## src/hw/rtl/assert_macros.svh

```systemverilog
// Assertion helpers, clocked on clk_i.
`ifndef ASSERT_MACROS_SVH
`define ASSERT_MACROS_SVH

// Checked only outside reset.
`define TFWD_ASSERT(lbl, prop, msg) \
  lbl: assert property (@(posedge clk_i) disable iff (!rst_ni) prop) else $error(msg);

// Checked at every edge, reset included.
`define TFWD_ASSERT_ALWAYS(lbl, prop, msg) \
  lbl: assert property (@(posedge clk_i) prop) else $error(msg);

`endif

```

## src/hw/rtl/tfwd_pkg.sv

```systemverilog
`timescale 1ns / 1ps
package tfwd_pkg;

  localparam int SAMPLE_BITS = 12;
  localparam int COUNT_BITS  = 16;
  localparam int CROSS_BITS  = 6;
  localparam int SUM_BITS    = 22;
  localparam int FREQ_BITS   = 16;
  localparam int COEF_BITS   = 9;
  localparam int HYS_BITS    = 12;
  localparam int PROD_BITS   = FREQ_BITS + COEF_BITS;
  localparam int QUOT_BITS   = PROD_BITS;

  localparam int MUL_STEPS   = COEF_BITS;
  localparam int DIV_STEPS   = QUOT_BITS;
  localparam int MUL_CNT_BITS = $clog2(MUL_STEPS);
  localparam int DIV_CNT_BITS = $clog2(DIV_STEPS);

  localparam logic [CROSS_BITS-1:0] CROSS_LIMIT_MAX = CROSS_BITS'(62);

  typedef enum logic [2:0] {
    REG_ZERO_LEVEL  = 3'd0,
    REG_CROSSINGS   = 3'd1,
    REG_SAMPLE_RATE = 3'd2,
    REG_BAND_LOW    = 3'd3,
    REG_BAND_HIGH   = 3'd4,
    REG_HYSTERESIS  = 3'd5,
    REG_SMOOTHING   = 3'd6
  } cfg_reg_e;

  typedef enum logic [2:0] {
    ST_IDLE,
    ST_NUM,
    ST_DIV,
    ST_SMOOTH,
    ST_BAND,
    ST_HOLD
  } state_e;

  typedef struct packed {
    logic                  fire;
    logic [CROSS_BITS-1:0] crossings;
    logic [SUM_BITS-1:0]   period_sum;
  } meas_t;

endpackage

```

## src/hw/rtl/tfwd_front.sv

```systemverilog
`timescale 1ns / 1ps
module tfwd_front (
  input  logic                                clk_i,
  input  logic                                rst_ni,
  input  logic                                accept_i,
  input  logic [tfwd_pkg::SAMPLE_BITS-1:0]    sample_i,
  input  logic [tfwd_pkg::SAMPLE_BITS-1:0]    zero_level_i,
  input  logic [tfwd_pkg::CROSS_BITS-1:0]     limit_cfg_i,
  output tfwd_pkg::meas_t                     meas_o
);

  logic [tfwd_pkg::SAMPLE_BITS-1:0] prev_q;
  logic [tfwd_pkg::COUNT_BITS-1:0]  cnt_q, cnt_inc;
  logic [tfwd_pkg::CROSS_BITS-1:0]  cc_q, cc_inc, limit;
  logic [tfwd_pkg::SUM_BITS-1:0]    sum_q, sum_sat;
  logic [tfwd_pkg::SUM_BITS:0]      sum_add;
  logic                             crossed;

  always_comb begin
    cnt_inc = (cnt_q == {tfwd_pkg::COUNT_BITS{1'b1}}) ? cnt_q : cnt_q + 1'b1;
    crossed = ((prev_q > zero_level_i) && (sample_i <= zero_level_i)) ||
              ((prev_q < zero_level_i) && (sample_i >= zero_level_i));
    cc_inc  = cc_q + 1'b1;
    sum_add = {1'b0, sum_q} + (tfwd_pkg::SUM_BITS + 1)'(cnt_inc);
    sum_sat = sum_add[tfwd_pkg::SUM_BITS] ? {tfwd_pkg::SUM_BITS{1'b1}}
                                          : sum_add[tfwd_pkg::SUM_BITS-1:0];
    limit   = (limit_cfg_i > tfwd_pkg::CROSS_LIMIT_MAX) ? tfwd_pkg::CROSS_LIMIT_MAX
                                                        : limit_cfg_i;
    meas_o.fire       = crossed && (cc_inc > limit);
    meas_o.crossings  = cc_inc;
    meas_o.period_sum = sum_sat;
  end

  always_ff @(posedge clk_i or negedge rst_ni) begin
    if (!rst_ni) begin
      prev_q <= '0;
      cnt_q  <= '0;
      cc_q   <= '0;
      sum_q  <= '0;
    end else if (accept_i) begin
      prev_q <= sample_i;
      if (crossed) begin
        cnt_q <= '0;
        if (meas_o.fire) begin
          cc_q  <= '0;
          sum_q <= '0;
        end else begin
          cc_q  <= cc_inc;
          sum_q <= sum_sat;
        end
      end else begin
        cnt_q <= cnt_inc;
      end
    end
  end

endmodule

```

## src/hw/rtl/tfwd_mult.sv

```systemverilog
`timescale 1ns / 1ps
module tfwd_mult (
  input  logic                              clk_i,
  input  logic                              rst_ni,
  input  logic                              start_i,
  input  logic [tfwd_pkg::FREQ_BITS-1:0]    mcand_i,
  input  logic [tfwd_pkg::COEF_BITS-1:0]    mplier_i,
  output logic                              done_o,
  output logic [tfwd_pkg::PROD_BITS-1:0]    product_o
);

  localparam int A = tfwd_pkg::FREQ_BITS;
  localparam int B = tfwd_pkg::COEF_BITS;

  logic [A-1:0]                      mcand_q;
  logic [A+B-1:0]                    p_q;
  logic [A:0]                        part;
  logic [tfwd_pkg::MUL_CNT_BITS-1:0] cnt_q;
  logic                              busy_q, done_q;

  // shift-add, one multiplier bit per cycle, LSB first
  assign part = {1'b0, p_q[A+B-1:B]} + {1'b0, (p_q[0] ? mcand_q : {A{1'b0}})};

  always_ff @(posedge clk_i or negedge rst_ni) begin
    if (!rst_ni) begin
      busy_q <= 1'b0;
      done_q <= 1'b0;
      cnt_q  <= '0;
    end else if (start_i) begin
      busy_q <= 1'b1;
      done_q <= 1'b0;
      cnt_q  <= '0;
    end else if (busy_q) begin
      cnt_q <= cnt_q + 1'b1;
      if (cnt_q == tfwd_pkg::MUL_CNT_BITS'(tfwd_pkg::MUL_STEPS - 1)) begin
        busy_q <= 1'b0;
        done_q <= 1'b1;
      end
    end else begin
      done_q <= 1'b0;
    end
  end

  always_ff @(posedge clk_i) begin
    if (start_i) begin
      mcand_q <= mcand_i;
      p_q     <= {{A{1'b0}}, mplier_i};
    end else if (busy_q) begin
      p_q <= {part, p_q[B-1:1]};
    end
  end

  assign done_o    = done_q;
  assign product_o = p_q;

endmodule

```

## src/hw/rtl/tfwd_div.sv

```systemverilog
`timescale 1ns / 1ps
module tfwd_div (
  input  logic                              clk_i,
  input  logic                              rst_ni,
  input  logic                              start_i,
  input  logic [tfwd_pkg::QUOT_BITS-1:0]    dividend_i,
  input  logic [tfwd_pkg::SUM_BITS-1:0]     divisor_i,
  output logic                              done_o,
  output logic [tfwd_pkg::QUOT_BITS-1:0]    quotient_o
);

  localparam int D = tfwd_pkg::SUM_BITS;
  localparam int Q = tfwd_pkg::QUOT_BITS;

  logic [D-1:0]                      div_q, rem_q, rem_d;
  logic [Q-1:0]                      q_q;
  logic [D:0]                        shifted;
  logic [D+1:0]                      trial;
  logic                              ge;
  logic [tfwd_pkg::DIV_CNT_BITS-1:0] cnt_q;
  logic                              busy_q, done_q;

  // restoring division, one quotient bit per cycle
  always_comb begin
    shifted = {rem_q, q_q[Q-1]};
    trial   = {1'b0, shifted} - {2'b00, div_q};
    ge      = !trial[D+1];
    rem_d   = ge ? trial[D-1:0] : shifted[D-1:0];
  end

  always_ff @(posedge clk_i or negedge rst_ni) begin
    if (!rst_ni) begin
      busy_q <= 1'b0;
      done_q <= 1'b0;
      cnt_q  <= '0;
    end else if (start_i) begin
      busy_q <= 1'b1;
      done_q <= 1'b0;
      cnt_q  <= '0;
    end else if (busy_q) begin
      cnt_q <= cnt_q + 1'b1;
      if (cnt_q == tfwd_pkg::DIV_CNT_BITS'(tfwd_pkg::DIV_STEPS - 1)) begin
        busy_q <= 1'b0;
        done_q <= 1'b1;
      end
    end else begin
      done_q <= 1'b0;
    end
  end

  always_ff @(posedge clk_i) begin
    if (start_i) begin
      div_q <= divisor_i;
      rem_q <= '0;
      q_q   <= dividend_i;
    end else if (busy_q) begin
      rem_q <= rem_d;
      q_q   <= {q_q[Q-2:0], ge};
    end
  end

  assign done_o     = done_q;
  assign quotient_o = q_q;

endmodule

```

## src/hw/rtl/tone_frequency_window_detector.sv

```systemverilog
`timescale 1ns / 1ps
// Results: a sample that closes a measurement raises out_valid_o once its result is ready;
//   other samples give no result and the next one may follow in the next cycle.
// Throughput: one sample per cycle, but a closing sample holds the input while one bit-serial
//   16x9 multiplier (used twice) and a 25-step divider run and the result waits to go out.
// Reset: asynchronous, active low; registers return to defaults, counters and filter to zero.
`include "assert_macros.svh"
module tone_frequency_window_detector (
  input  logic                              clk_i,
  input  logic                              rst_ni,
  input  logic                              psel,
  input  logic                              penable,
  input  logic                              pwrite,
  input  logic [4:0]                        paddr,
  input  logic [31:0]                       pwdata,
  output logic [31:0]                       prdata,
  output logic                              pready,
  input  logic                              in_valid_i,
  output logic                              in_stall_o,
  input  logic [tfwd_pkg::SAMPLE_BITS-1:0]  sample_i,
  output logic                              out_valid_o,
  input  logic                              out_stall_i,
  output logic [tfwd_pkg::FREQ_BITS-1:0]    frequency_q4_o,
  output logic                              in_band_o
);

  localparam int F = tfwd_pkg::FREQ_BITS;
  localparam int W = F + 2;

  logic [tfwd_pkg::SAMPLE_BITS-1:0] zero_level_q;
  logic [tfwd_pkg::CROSS_BITS-1:0]  crossings_q;
  logic [F-1:0]                     rate_q, band_low_q, band_high_q;
  logic [tfwd_pkg::HYS_BITS-1:0]    hys_q;
  logic [tfwd_pkg::COEF_BITS-1:0]   smoothing_q, coef;

  tfwd_pkg::state_e state_q, state_d;
  tfwd_pkg::meas_t  meas;

  logic                           in_acc, wr, out_free;
  logic                           mul_start, mul_done, div_start, div_done;
  logic [F-1:0]                   mul_a, diff, x, y_q, y_d, out_freq_q;
  logic [tfwd_pkg::COEF_BITS-1:0] mul_b;
  logic [tfwd_pkg::PROD_BITS-1:0] product;
  logic [tfwd_pkg::QUOT_BITS-1:0] quotient;
  logic [tfwd_pkg::SUM_BITS-1:0]  sum_q;
  logic                           down, down_q, flag_q, flag_d, out_valid_q, out_flag_q;
  logic signed [W-1:0]            f, lo, hi, h;

  assign pready     = 1'b1;
  assign wr         = psel && penable && pwrite;
  assign in_stall_o = (state_q != tfwd_pkg::ST_IDLE);
  assign in_acc     = in_valid_i && !in_stall_o;
  assign out_free   = !out_valid_q || !out_stall_i;

  always_ff @(posedge clk_i or negedge rst_ni) begin
    if (!rst_ni) begin
      zero_level_q <= tfwd_pkg::SAMPLE_BITS'(2048);
      crossings_q  <= tfwd_pkg::CROSS_BITS'(32);
      rate_q       <= F'(5000);
      band_low_q   <= F'(1600);
      band_high_q  <= F'(4800);
      hys_q        <= tfwd_pkg::HYS_BITS'(32);
      smoothing_q  <= tfwd_pkg::COEF_BITS'(128);
    end else if (wr) begin
      unique case (paddr[4:2])
        tfwd_pkg::REG_ZERO_LEVEL:  zero_level_q <= pwdata[tfwd_pkg::SAMPLE_BITS-1:0];
        tfwd_pkg::REG_CROSSINGS:   crossings_q  <= pwdata[tfwd_pkg::CROSS_BITS-1:0];
        tfwd_pkg::REG_SAMPLE_RATE: rate_q       <= pwdata[F-1:0];
        tfwd_pkg::REG_BAND_LOW:    band_low_q   <= pwdata[F-1:0];
        tfwd_pkg::REG_BAND_HIGH:   band_high_q  <= pwdata[F-1:0];
        tfwd_pkg::REG_HYSTERESIS:  hys_q        <= pwdata[tfwd_pkg::HYS_BITS-1:0];
        tfwd_pkg::REG_SMOOTHING:   smoothing_q  <= pwdata[tfwd_pkg::COEF_BITS-1:0];
        default: ;
      endcase
    end
  end

  always_comb begin
    unique case (paddr[4:2])
      tfwd_pkg::REG_ZERO_LEVEL:  prdata = 32'(zero_level_q);
      tfwd_pkg::REG_CROSSINGS:   prdata = 32'(crossings_q);
      tfwd_pkg::REG_SAMPLE_RATE: prdata = 32'(rate_q);
      tfwd_pkg::REG_BAND_LOW:    prdata = 32'(band_low_q);
      tfwd_pkg::REG_BAND_HIGH:   prdata = 32'(band_high_q);
      tfwd_pkg::REG_HYSTERESIS:  prdata = 32'(hys_q);
      tfwd_pkg::REG_SMOOTHING:   prdata = 32'(smoothing_q);
      default:                   prdata = '0;
    endcase
  end

  tfwd_front u_front (
    .clk_i        (clk_i),
    .rst_ni       (rst_ni),
    .accept_i     (in_acc),
    .sample_i     (sample_i),
    .zero_level_i (zero_level_q),
    .limit_cfg_i  (crossings_q),
    .meas_o       (meas)
  );

  tfwd_mult u_mult (
    .clk_i     (clk_i),
    .rst_ni    (rst_ni),
    .start_i   (mul_start),
    .mcand_i   (mul_a),
    .mplier_i  (mul_b),
    .done_o    (mul_done),
    .product_o (product)
  );

  tfwd_div u_div (
    .clk_i      (clk_i),
    .rst_ni     (rst_ni),
    .start_i    (div_start),
    .dividend_i (product),
    .divisor_i  (sum_q),
    .done_o     (div_done),
    .quotient_o (quotient)
  );

  always_comb begin
    coef = smoothing_q[tfwd_pkg::COEF_BITS-1] ? {1'b1, {(tfwd_pkg::COEF_BITS-1){1'b0}}}
                                              : smoothing_q;
    x    = (|quotient[tfwd_pkg::QUOT_BITS-1:F]) ? {F{1'b1}} : quotient[F-1:0];
    down = (x < y_q);
    diff = down ? (y_q - x) : (x - y_q);
    // rate * crossings * 8 first, then the filter step
    if (state_q == tfwd_pkg::ST_IDLE) begin
      mul_a = rate_q;
      mul_b = {meas.crossings, 3'b000};
    end else begin
      mul_a = diff;
      mul_b = coef;
    end
    y_d = down_q ? (y_q - product[F+7:8]) : (y_q + product[F+7:8]);

    f  = W'(y_q);
    lo = W'(band_low_q);
    hi = W'(band_high_q);
    h  = W'(hys_q);
    if (flag_q) begin
      flag_d = (f >= lo - h) && (f <= hi + h);
    end else begin
      flag_d = (f >= lo + h) && (f <= hi - h);
    end
  end

  always_comb begin
    state_d   = state_q;
    mul_start = 1'b0;
    div_start = 1'b0;
    unique case (state_q)
      tfwd_pkg::ST_IDLE: begin
        if (in_acc && meas.fire) begin
          mul_start = 1'b1;
          state_d   = tfwd_pkg::ST_NUM;
        end
      end
      tfwd_pkg::ST_NUM: begin
        if (mul_done) begin
          div_start = 1'b1;
          state_d   = tfwd_pkg::ST_DIV;
        end
      end
      tfwd_pkg::ST_DIV: begin
        if (div_done) begin
          mul_start = 1'b1;
          state_d   = tfwd_pkg::ST_SMOOTH;
        end
      end
      tfwd_pkg::ST_SMOOTH: begin
        if (mul_done) begin
          state_d = tfwd_pkg::ST_BAND;
        end
      end
      tfwd_pkg::ST_BAND: state_d = tfwd_pkg::ST_HOLD;
      tfwd_pkg::ST_HOLD: begin
        if (out_free) begin
          state_d = tfwd_pkg::ST_IDLE;
        end
      end
      default: state_d = tfwd_pkg::ST_IDLE;
    endcase
  end

  always_ff @(posedge clk_i or negedge rst_ni) begin
    if (!rst_ni) begin
      state_q     <= tfwd_pkg::ST_IDLE;
      y_q         <= '0;
      flag_q      <= 1'b0;
      out_valid_q <= 1'b0;
    end else begin
      state_q <= state_d;
      if (state_q == tfwd_pkg::ST_SMOOTH && mul_done) begin
        y_q <= y_d;
      end
      if (state_q == tfwd_pkg::ST_BAND) begin
        flag_q <= flag_d;
      end
      if (state_q == tfwd_pkg::ST_HOLD && out_free) begin
        out_valid_q <= 1'b1;
      end else if (!out_stall_i) begin
        out_valid_q <= 1'b0;
      end
    end
  end

  always_ff @(posedge clk_i) begin
    if (state_q == tfwd_pkg::ST_IDLE && in_acc && meas.fire) begin
      sum_q <= meas.period_sum;
    end
    if (state_q == tfwd_pkg::ST_DIV && div_done) begin
      down_q <= down;
    end
    if (state_q == tfwd_pkg::ST_HOLD && out_free) begin
      out_freq_q <= y_q;
      out_flag_q <= flag_q;
    end
  end

  assign out_valid_o    = out_valid_q;
  assign frequency_q4_o = out_freq_q;
  assign in_band_o      = out_flag_q;

  `TFWD_ASSERT(a_mul_done_state,
    mul_done |-> (state_q == tfwd_pkg::ST_NUM || state_q == tfwd_pkg::ST_SMOOTH),
    "multiplier finished outside a multiply state")
  `TFWD_ASSERT(a_div_done_state, div_done |-> (state_q == tfwd_pkg::ST_DIV),
    "divider finished outside the divide state")
  `TFWD_ASSERT(a_out_load, (state_q == tfwd_pkg::ST_HOLD && out_free) |=>
    (out_valid_o && frequency_q4_o == $past(y_q) && in_band_o == $past(flag_q)),
    "result beat not loaded from filter state")
  `TFWD_ASSERT_ALWAYS(a_reset_idle, (!rst_ni) |=>
    (state_q == tfwd_pkg::ST_IDLE && !out_valid_o),
    "reset did not leave the block idle")

endmodule

```

## config.mk

```make
export PLATFORM = sky130hd
export DESIGN_NAME = tone_frequency_window_detector
export DESIGN_NICKNAME = d
export VERILOG_FILES = /design/src/hw/rtl/tfwd_pkg.sv /design/src/hw/rtl/tfwd_front.sv /design/src/hw/rtl/tfwd_mult.sv /design/src/hw/rtl/tfwd_div.sv /design/src/hw/rtl/tone_frequency_window_detector.sv
export VERILOG_INCLUDE_DIRS = /design/src /design/src/hw/rtl
export SDC_FILE = /design/constraint.sdc
export NUM_CORES = 1
export LEC_CHECK = 0
export BUFFER_PORTS_ARGS = -buffer_cell sky130_fd_sc_hd__buf_2
export CORE_MARGIN = 2
export CORE_UTILIZATION = 46
export DETAILED_ROUTE_END_ITERATION = 16
export PLACE_DENSITY = 0.76
export REMOVE_ABC_BUFFERS = 1
export SLEW_MARGIN = 10
export SYNTH_ARGS = -nofsm -noshare
export SYNTH_HDL_FRONTEND = slang
export SYNTH_SLANG_ARGS = --single-unit
export TNS_END_PERCENT = 20
```

## constraint.sdc

```tcl
create_clock -name clk_i -period 4.6 [get_ports clk_i]
set_clock_uncertainty 0.2 [all_clocks]
set_input_delay 0.92 -clock clk_i [delete_from_list [all_inputs] [get_ports clk_i]]
set_output_delay 0.92 -clock clk_i [all_outputs]
set_load 0.02 [all_outputs]
```

After elaboration in Yosys (flattened, before gate mapping)
Index checks and enable logic that the tools add are counted.
W data, S select, Z words.
{"block": "totals", "out_inout_bits": 52, "wordCells": 163, "reg_bits": 327, "inputBits": 56}
{"block": "op_classes", "n_mux": 49, "addsub": 15, "n_lt_le_gt_ge": 11, "eq_ne": 22, "reduce_logical": 35}
{"op": "$mux W16", "count": 7}
{"op": "$pmux W16 S7", "count": 1}
{"op": "$mux W22", "count": 3}
{"op": "$mux W25", "count": 2}
{"op": "$sub A16 B16 Y16", "count": 3}
{"op": "$mux W9", "count": 4}
{"op": "$add A16 B12 Y17", "count": 2}
{"op": "$sub A16 B12 Y17", "count": 2}
{"op": "$sub A23 B22 Y24", "count": 1}
{"op": "$add A22 B16 Y23", "count": 1}
{"op": "$mux W1", "count": 19}
{"op": "$pmux W3 S6", "count": 1}
{"op": "$add A16 B16 Y17", "count": 1}
{"op": "$ge A16 B17 Y1", "count": 1}
{"op": "$ge A17 B17 Y1", "count": 1}
{"op": "$le A16 B17 Y1", "count": 1}
{"op": "$le A17 B17 Y1", "count": 1}
{"op": "$add A16 B1 Y16 const B", "count": 1}
{"op": "$add A16 B16 Y16", "count": 1}
{"op": "$eq A16 B16 Y1 const B", "count": 1}
{"op": "$lt A16 B16 Y1", "count": 1}
{"op": "$reduce_and A2 Y1", "count": 8}
{"op": "$eq A3 B3 Y1 const B", "count": 5}
{"op": "$mux W3", "count": 5}
{"op": "other kinds (28)", "count": 59}

Depth between registers and ports, before layout
Gate-level depths: netlist of run 1.
{"block": "logic_depth", "depth_word": 8, "ltp_mapped": 22}

Hierarchy
Synthesis of run 1 repeated with hierarchy kept, for this count alone.
{"block": "hier_totals", "hier_cells": 2504, "area_unflattened_um2": 24180.7}
{"mod": "tone_frequency_window_detector", "seq_area_each_um2": 3923.8, "instances": 1, "cells_per_inst": 1357, "area_each_um2": 12678.4}
{"mod": "tfwd_front", "seq_area_each_um2": 1401.3, "instances": 1, "cells_per_inst": 521, "area_each_um2": 4609.4}
{"mod": "tfwd_div", "seq_area_each_um2": 2026.9, "instances": 1, "cells_per_inst": 389, "area_each_um2": 4299.1}
{"mod": "tfwd_mult", "seq_area_each_um2": 1221.2, "instances": 1, "cells_per_inst": 237, "area_each_um2": 2593.7}

Worst setup path before layout of run 1
OpenSTA, ideal clock, no wires.
{"block": "synth_path", "path_type": "reg-to-reg", "start": "register u_front.cnt_q[3] (netlist name)", "end": "register sum_q[3] (netlist name), data pin", "slack_ns": 0.038, "path_stages_with_launch": 19, "arrival_time_ns": 4.100, "path_cell_list": "dfrtp_1 > clkbuf_1 > and4_1 > nand4_1 > nor2_1 > nand3_1 > mux2i_1 > inv_1 > fa_1 > a211oi_1 > o21ai_1 > a31oi_1 > a211oi_1 > a31oi_1 > nor3_1 > and3_1 > buf_2 > buf_2 > or2_2"}
{"element": "start: declaration", "line": "tfwd_front.sv:13", "rtl": "logic [tfwd_pkg::COUNT_BITS-1:0] cnt_q, cnt_inc;"}
{"element": "start signal: assignment", "line": "tfwd_front.sv:52", "rtl": "cnt_q <= cnt_inc;"}
{"element": "end signal: assignment", "line": "tone_frequency_window_detector.sv:210", "rtl": "sum_q <= meas.period_sum;"}
{"element": "end: declaration", "line": "tone_frequency_window_detector.sv:45", "rtl": "logic [tfwd_pkg::SUM_BITS-1:0] sum_q;"}

Worst setup path in the final report of run 1
{"block": "layout_path", "start": "register hys_q[0] (netlist name)", "end": "register flag_q"}
{"block": "layout_between", "elab_chain_cells": 4}
{"element": "start: declaration", "line": "tone_frequency_window_detector.sv:33", "rtl": "logic [tfwd_pkg::HYS_BITS-1:0] hys_q;"}
{"element": "start signal: assignment", "line": "tone_frequency_window_detector.sv:62", "rtl": "hys_q <= tfwd_pkg::HYS_BITS'(32);"}
{"element": "start signal: assignment", "line": "tone_frequency_window_detector.sv:71", "rtl": "tfwd_pkg::REG_HYSTERESIS: hys_q <= pwdata[tfwd_pkg::HYS_BITS-1:0];"}
{"element": "$add A16 B12 Y17 (tied with other cells)", "line": "tone_frequency_window_detector.sv:144", "rtl": "flag_d = (f >= lo + h) && (f <= hi - h);"}
{"element": "$ge A16 B17 Y1 (tied with other cells)", "line": "tone_frequency_window_detector.sv:144"}
{"element": "$logic_and A1 B1 Y1, on equally long branches", "line": "tone_frequency_window_detector.sv:144, tone_frequency_window_detector.sv:142"}
{"element": "$mux W1 *", "line": "tone_frequency_window_detector.sv:141", "rtl": "if (flag_q) begin"}
{"element": "end signal: assignment", "line": "tone_frequency_window_detector.sv:198", "rtl": "flag_q <= flag_d;"}
{"element": "end: declaration", "line": "tone_frequency_window_detector.sv:46", "rtl": "logic down, down_q, flag_q, flag_d, out_valid_q, out_flag_q;"}
Mark *: on every way between the ends. The rest lies on a longest branch, timed or not.
A chain may end at the register's enable or synchronous reset.

==> flow_summary.ini, run 1 <==
[pwr]
cellLeakagePower_nw = 12.1
max-vdd-ir-drop_mv = 0.332
p_per_area_nw_per_um2 = 605

[global_routing]
track_usage = 0.230
grt_pass1_vias = 19100
overflow = 0
grt_pass1_wl_um = 98400
grt_max_degree = 98
grt_antenna_before_repair = 1

[die]
rows = 82
core-area_um2 = 50100
ios = 108
fp.dieH_um = 229
die_area_um2 = 52500
die_width_um = 229
start_util = 0.466

[clocking]
postCtsHoldBufs = 0
cts_tree = done
cts.clk_slew.worst_paths_ns = 0.07
ctsLongestPathBuffers = 3
numCtsBuffers = 38
clkLatencyLatePin_ns = 0.57
cts-htree-levels = 2
cts-root-buf = clkbuf_16
cts.sinks = 327

[synth]
seq_area_frac_synth = 0.368
ys_seq_elements = 327
synth_cell_types = 80
synth_xor_area_frac = 0.0579
synthFlopType = dfrtp_1
synth_simple_gate_area_frac = 0.150
synth-adder-area-share = 0.142
syn_inst = 2526
async_flop_share = 0.541
synth_area_um2 = 23300
synth_top_family_by_area = compound AO/OA/AOI/OAI gates
synth_warnings = 0
muxShareOfSynthArea = 0.0619
synth-compound-area-share = 0.172
synth_edf_count = 112
syn_avg_cell_area_um2 = 9.23

[worst_setup_path]
cp_data_arrival_time_ns = 4.79
critPathKind = flip-flop to flip-flop
start_kind = flip-flop
end_kind = flip-flop
worstPathRequired_ns = 4.88
critPathBufInv = 2
critical_path.top_delay_family = compound AO/OA/AOI/OAI gates
slowest_stage = dfrtp_1
cp_cell_sequence = ha_4, inv_1, fa_2, nand2_2, nand2_2, a21oi_2, o21bai_2, a31oi_2, o41ai_2, o41ai_2, buf_4, nand2_1, xor2_1, ha_1, a21o_1, a21oi_2, nand3b_1, a21oi_2, o21ai_1, a2111o_1, a221o_1, o32ai_1
crit_top_cell = a21oi_2
crit_fanout = 4
crit_path_max_incr_delay_ns = 0.45

[detailed_routing]
first_pass_iters = 5
vias = 19200
vias_per_cell = 5.73
antenna_left = 0
wl_per_cell_um = 18.2
routed_wl_um = 60900
drc = 0
drt_iter0_drc = 1408

[place]
gp_congestion = 0.952
dpl-instance-area_um2 = 24800
port_buffers = 72
dpl.hpwl_um = 45700
place_inst = 3273
pre_cts_slack_ns = -0.0907

[finish]
syn2layout_area_growth_pct = 13.6
layout.nets = 2958
antenna_cells = 0
fillers = 4479
final_cells = 3345
drive_above_1_share = 0.159
fin_area_um2 = 26500

[status]
outcome = completed

[min_path]
min_path_type = flip-flop to flip-flop

[timing]
rsz0062_at_grt = true
maxSlewViolCount = 0
fmax_ghz = 0.222
fin_hold_ws_ns = 0.212
period_share = 0.981
finalHoldViolations = 0
layout_setup_ws_ns = 0.0881
slew_headroom = 0.179
min_period_ns = 4.51
setup-violations-final = 0
worst_pin_slew_ns = 1.23
fin_tns_setup_ns = 0

[run]
maxCapViolations = 0
[sequential cells by signal, summed over array words and instances (netlist names), 22 cells and up]
| register | flops |
|---|---|
| u_div.div_q | 22 |
| u_front.sum_q | 22 |
| u_div.quotient_o | 25 |
| u_mult.product_o | 25 |
| u_div.rem_q | 22 |
| sum_q | 22 |
[metal layers]
| layer | routed length [um] | up-vias | track usage | part of all wire |
|---|---|---|---|---|
| met5 | 0 | - | 0 | 0 |
| met2 | 28900 | 577 | 0.387 | 0.47 |
| met3 | 3380 | 149 | 0.0332 | 0.055 |
| li1 | - | 9212 | - | - |
| met4 | 2380 | 0 | 0.102 | 0.039 |
| met1 | 26300 | 9244 | 0.293 | 0.43 |
[where the power goes]
group          switching, mW  internal [mW]  leakage (nW)
logic                   4.52           3.39          7.78
clock network           1.30           2.10         0.663
registers              0.785           3.92          3.62
[final timing paths]
kind | startpoint | end | slack (ns) | cells past startpoint
max in group asynchronous | rst_ni | band_low_q[6] | 2.99 | 2
worst min register to register | sum_q[6] | u_div.div_q[6] | 0.21 | 0
worst max-delay path | hys_q[0] | flag_q | 0.09 | 22
worst max register to register | hys_q[0] | flag_q | 0.09 | 22
worst min-delay path | sum_q[6] | u_div.div_q[6] | 0.21 | 0
min in group asynchronous | rst_ni | u_front.cnt_q[6] | 0.23 | 1
[cell type report]
| cell class | count | area (um^2) | share of cell area |
|---|---|---|---|
| multi-input cells | 1936 | 13900 | 0.526 |
| flip-flops and latches | 327 | 8570 | 0.324 |
| repair buffers | 166 | 1090 | 0.0411 |
| clock buffers | 46 | 1010 | 0.0382 |
| well taps | 672 | 841 | 0.0318 |
| inverters | 174 | 658 | 0.0249 |
| clock inverters | 24 | 388 | 0.0147 |
[through the flow]
| step | utilization | power [mW] |
|---|---|---|
| 2_1_floorplan | - | 10.0 |
| 3_3_place_gp | 0.496 | 12.0 |
| 3_5_place_dp | 0.496 | 12.3 |
| 4_1_cts | 0.524 | 15.8 |
| 5_1_grt | 0.529 | 17.2 |
| 6_report | 0.529 | 16.0 |
[layout by cell type (no fill, tap or decap), drive strengths merged, types with 39 or more instances in the layout]
master and count:
a21o 46, a21oi 156, and2 39, buf 165, clkbuf 47, dfrtp 161, edfxtp 112, ha 249
inv 177, mux2 81, mux2i 44, nand2 266, nand3 44, nor2 166, o21ai 200, or2 39
xnor2 99, xor2 53
[what timing repair did]
action	CTS	global route
setup buffers	0	2
endpoints found under the setup margin	13	56
gates resized for setup	5	54
pin swaps	2	15
cloned	0	0
[cells in the mapped netlist, drive strengths merged, types with 8 or more instances]
cell    count  share of area
ha        249           0.13
nor2      166          0.027
inv       173          0.028
nor3       38         0.0082
a31oi      34         0.0094
a221oi      8         0.0030
a21oi     156          0.033
a21o       46          0.015
o21a       32          0.010
or3        14         0.0042
o41ai       9         0.0034
nor2b      33         0.0089
dfrtp     161           0.17
edfxtp    112           0.14
clkbuf     73          0.012
nand4      24         0.0064
nand2b     28         0.0075
nand2     266          0.043
a211oi     17         0.0055
mux2       81          0.039
or2        39          0.010
o21ai     200          0.043
dfstp      16          0.018
mux2i      44          0.019
xnor2      99          0.038
nand3      44         0.0094
buf        31         0.0079
xor2       53          0.020
dfxtp      38          0.033
fa         10         0.0086
and3       15         0.0040
and2       39          0.010
o211ai     19         0.0061
o21bai     17         0.0055
o31ai      21         0.0068
o31a        8         0.0030
[logic make-up after synthesis]
kind of cell               count (synthesis)
adders and majority gates                259
AOI/OAI and AO/OA                        643
other                                      2
DFF                                      327
buffers and inverters                    278
and+or+nand+nor                          736
xor gates and xnor gates                 152
muxes                                    129
Note: power is estimated with default switching activity, not from simulation.
==> run 2, diff against run 1 <==
--- a/config.mk
+++ b/config.mk
@@ -10,7 +10,7 @@
 export CORE_MARGIN = 2
 export CORE_UTILIZATION = 46
 export DETAILED_ROUTE_END_ITERATION = 16
-export PLACE_DENSITY = 0.76
+export PLACE_DENSITY = 0.72
 export REMOVE_ABC_BUFFERS = 1
 export SLEW_MARGIN = 10
 export SYNTH_ARGS = -nofsm -noshare
==> run 2 against run 1 <==
Sequential cell count stayed put. Worst hold slack better by 0.0028 ns. Power is 3.1% lower. Clock power is 11% lower. First-iteration DRC count is 14% higher. Combinational power is 2% lower. Sequential share of layout area is 0.24 points higher. Via count is 0.65% lower. Core utilization is 0.39 points lower. Count of clock-buffer cells in the layout is 7 higher. Largest cell class unchanged.
==> flow_summary.ini, run 2 (synthesis results as in run 1) <==
[finish]
syn2layout_area_growth_pct = 12.7
antenna_cells = 0
layout.nets = 2955
mostFrequentLayoutCell = nand2_1
regArea_um2 = 8570
multiInputGateArea_um2 = 13900
fin_area_um2 = 26300
fillers = 4506
layout_common_cells = nand2_1, ha_1, o21ai_0
drive_above_1_share = 0.153

[worst_setup_path]
end_kind = flip-flop
worstPathRequired_ns = 4.87
critPathKind = flip-flop to flip-flop
crit_fanout = 2
cp_data_arrival_time_ns = 4.73
start_kind = flip-flop

[timing]
fin_tns_setup_ns = 0
fmax_ghz = 0.224
min_period_ns = 4.46
slew_headroom = 0.310
finalHoldViolations = 0
period_share = 0.969
maxSlewViolCount = 0
rsz0062_at_grt = true
worst_pin_slew_ns = 1.04
fin_hold_ws_ns = 0.215
setup-violations-final = 0

[place]
dpl-instance-area_um2 = 24800
port_buffers = 72
gp_congestion = 0.946
dpl.hpwl_um = 45300

[min_path]
min_path_type = input pin to async pin

[status]
outcome = completed

[detailed_routing]
vias = 19100
routed_wl_um = 60400
wl_per_cell_um = 18.1
drc = 0
first_pass_iters = 5
antenna_left = 0
vias_per_cell = 5.70
drt_iter0_drc = 1600

[global_routing]
grt_pass1_wl_um = 98100
overflow = 0
track_usage = 0.228
grt_antenna_before_repair = 0
grt_max_degree = 108
grt_pass1_vias = 19000

[pwr]
p_per_area_nw_per_um2 = 590
fin_total_pwr_mw = 15.5
max-vdd-ir-drop_mv = 0.376
cellLeakagePower_nw = 12.0

[die]
core-area_um2 = 50100
rows = 82
fp.dieH_um = 229
start_util = 0.466
die_area_um2 = 52500
ios = 108
die_width_um = 229

[clocking]
cts.sinks = 327
numCtsBuffers = 37
ctsLongestPathBuffers = 3
cts_tree = done
cts-root-buf = clkbuf_16
cts.clk_slew.worst_paths_ns = 0.07
cts-htree-levels = 2
clkLatencyLatePin_ns = 0.56
postCtsHoldBufs = 0

[run]
maxCapViolations = 0
## run 2: changes by cell type in the layout (fill, tap and decap cells not counted), sizes merged
cell      delta
buf          -2
bufinv       -5
clkbuf       +7
clkinv       +4
clkinvlp     -5
inv          -3
## run 2: worst max-delay path, stage by stage, from the launching register on
cell      delay [ns]
dfrtp_1         0.39
inv_1           0.08
ha_2            0.18
inv_1           0.05
fa_2            0.34
nand2_1         0.07
nand2_1         0.08
a21oi_2         0.18
o21bai_2        0.10
a31oi_2         0.24
o41ai_2         0.11
o41ai_2         0.24
buf_4           0.17
nand2_1         0.05
xor2_1          0.14
ha_1            0.30
a21o_1          0.19
a21oi_2         0.15
nand3b_1        0.10
a21oi_2         0.10
o21ai_1         0.10
a2111o_1        0.41
a221o_1         0.27
o32ai_1         0.10
## run 2: worst paths after layout
path	startpoint	endpoint	slack, ns	cells after the start
max	band_high_q[0]	flag_q	0.14	23
min	rst_ni	u_front.cnt_q[6]	0.22	1
max reg2reg	band_high_q[0]	flag_q	0.14	23
min reg2reg	sum_q[9]	u_div.div_q[9]	0.22	0
max in group asynchronous	rst_ni	u_div.cnt_q[2]	2.70	2
min in group clk_i	sum_q[9]	u_div.div_q[9]	0.22	0
## run 2: what timing repair did
item                       in CTS  in global routing
setup endpoints to repair       7                 54
buffers inserted                0                  2
hold endpoints to repair        0                  0
pin swaps                       3                 16
resized for setup              10                 46
## run 2: area by class of cell
| class | count | area share |
|---|---|---|
| timing repair buffer | 164 | 0.0416 |
| multi-input combinational | 1936 | 0.529 |
| sequential | 327 | 0.326 |
| inverter | 174 | 0.0250 |
| clock buffer | 53 | 0.0399 |
| tap | 672 | 0.0320 |
| clock inverter | 15 | 0.00671 |
## run 2: per-stage QoR
step / std cells / util / setup WS, ns
finish: 3341 / 0.525 / 0.141
global route: 3341 / 0.525 / -0.0425
CTS: 3339 / 0.521 / -0.00280
detailed placement: 3271 / 0.496 / -0.129
global placement: 3271 / 0.496 / -0.108
floorplan: 2437 / - / -0.743
## run 2: routing by layer
layer  share of wire  global-route usage
met1            0.44               0.303
met2            0.47               0.382
met3           0.056              0.0342
met4           0.032              0.0775
met5               0                   0
## run 2: power by group
group | internal (mW) | leakage, nW | total [mW] | switching, mW
clock network | 1.81 | 0.598 | 3.03 | 1.22
logic | 3.35 | 7.78 | 7.77 | 4.42
registers | 3.92 | 3.62 | 4.71 | 0.786
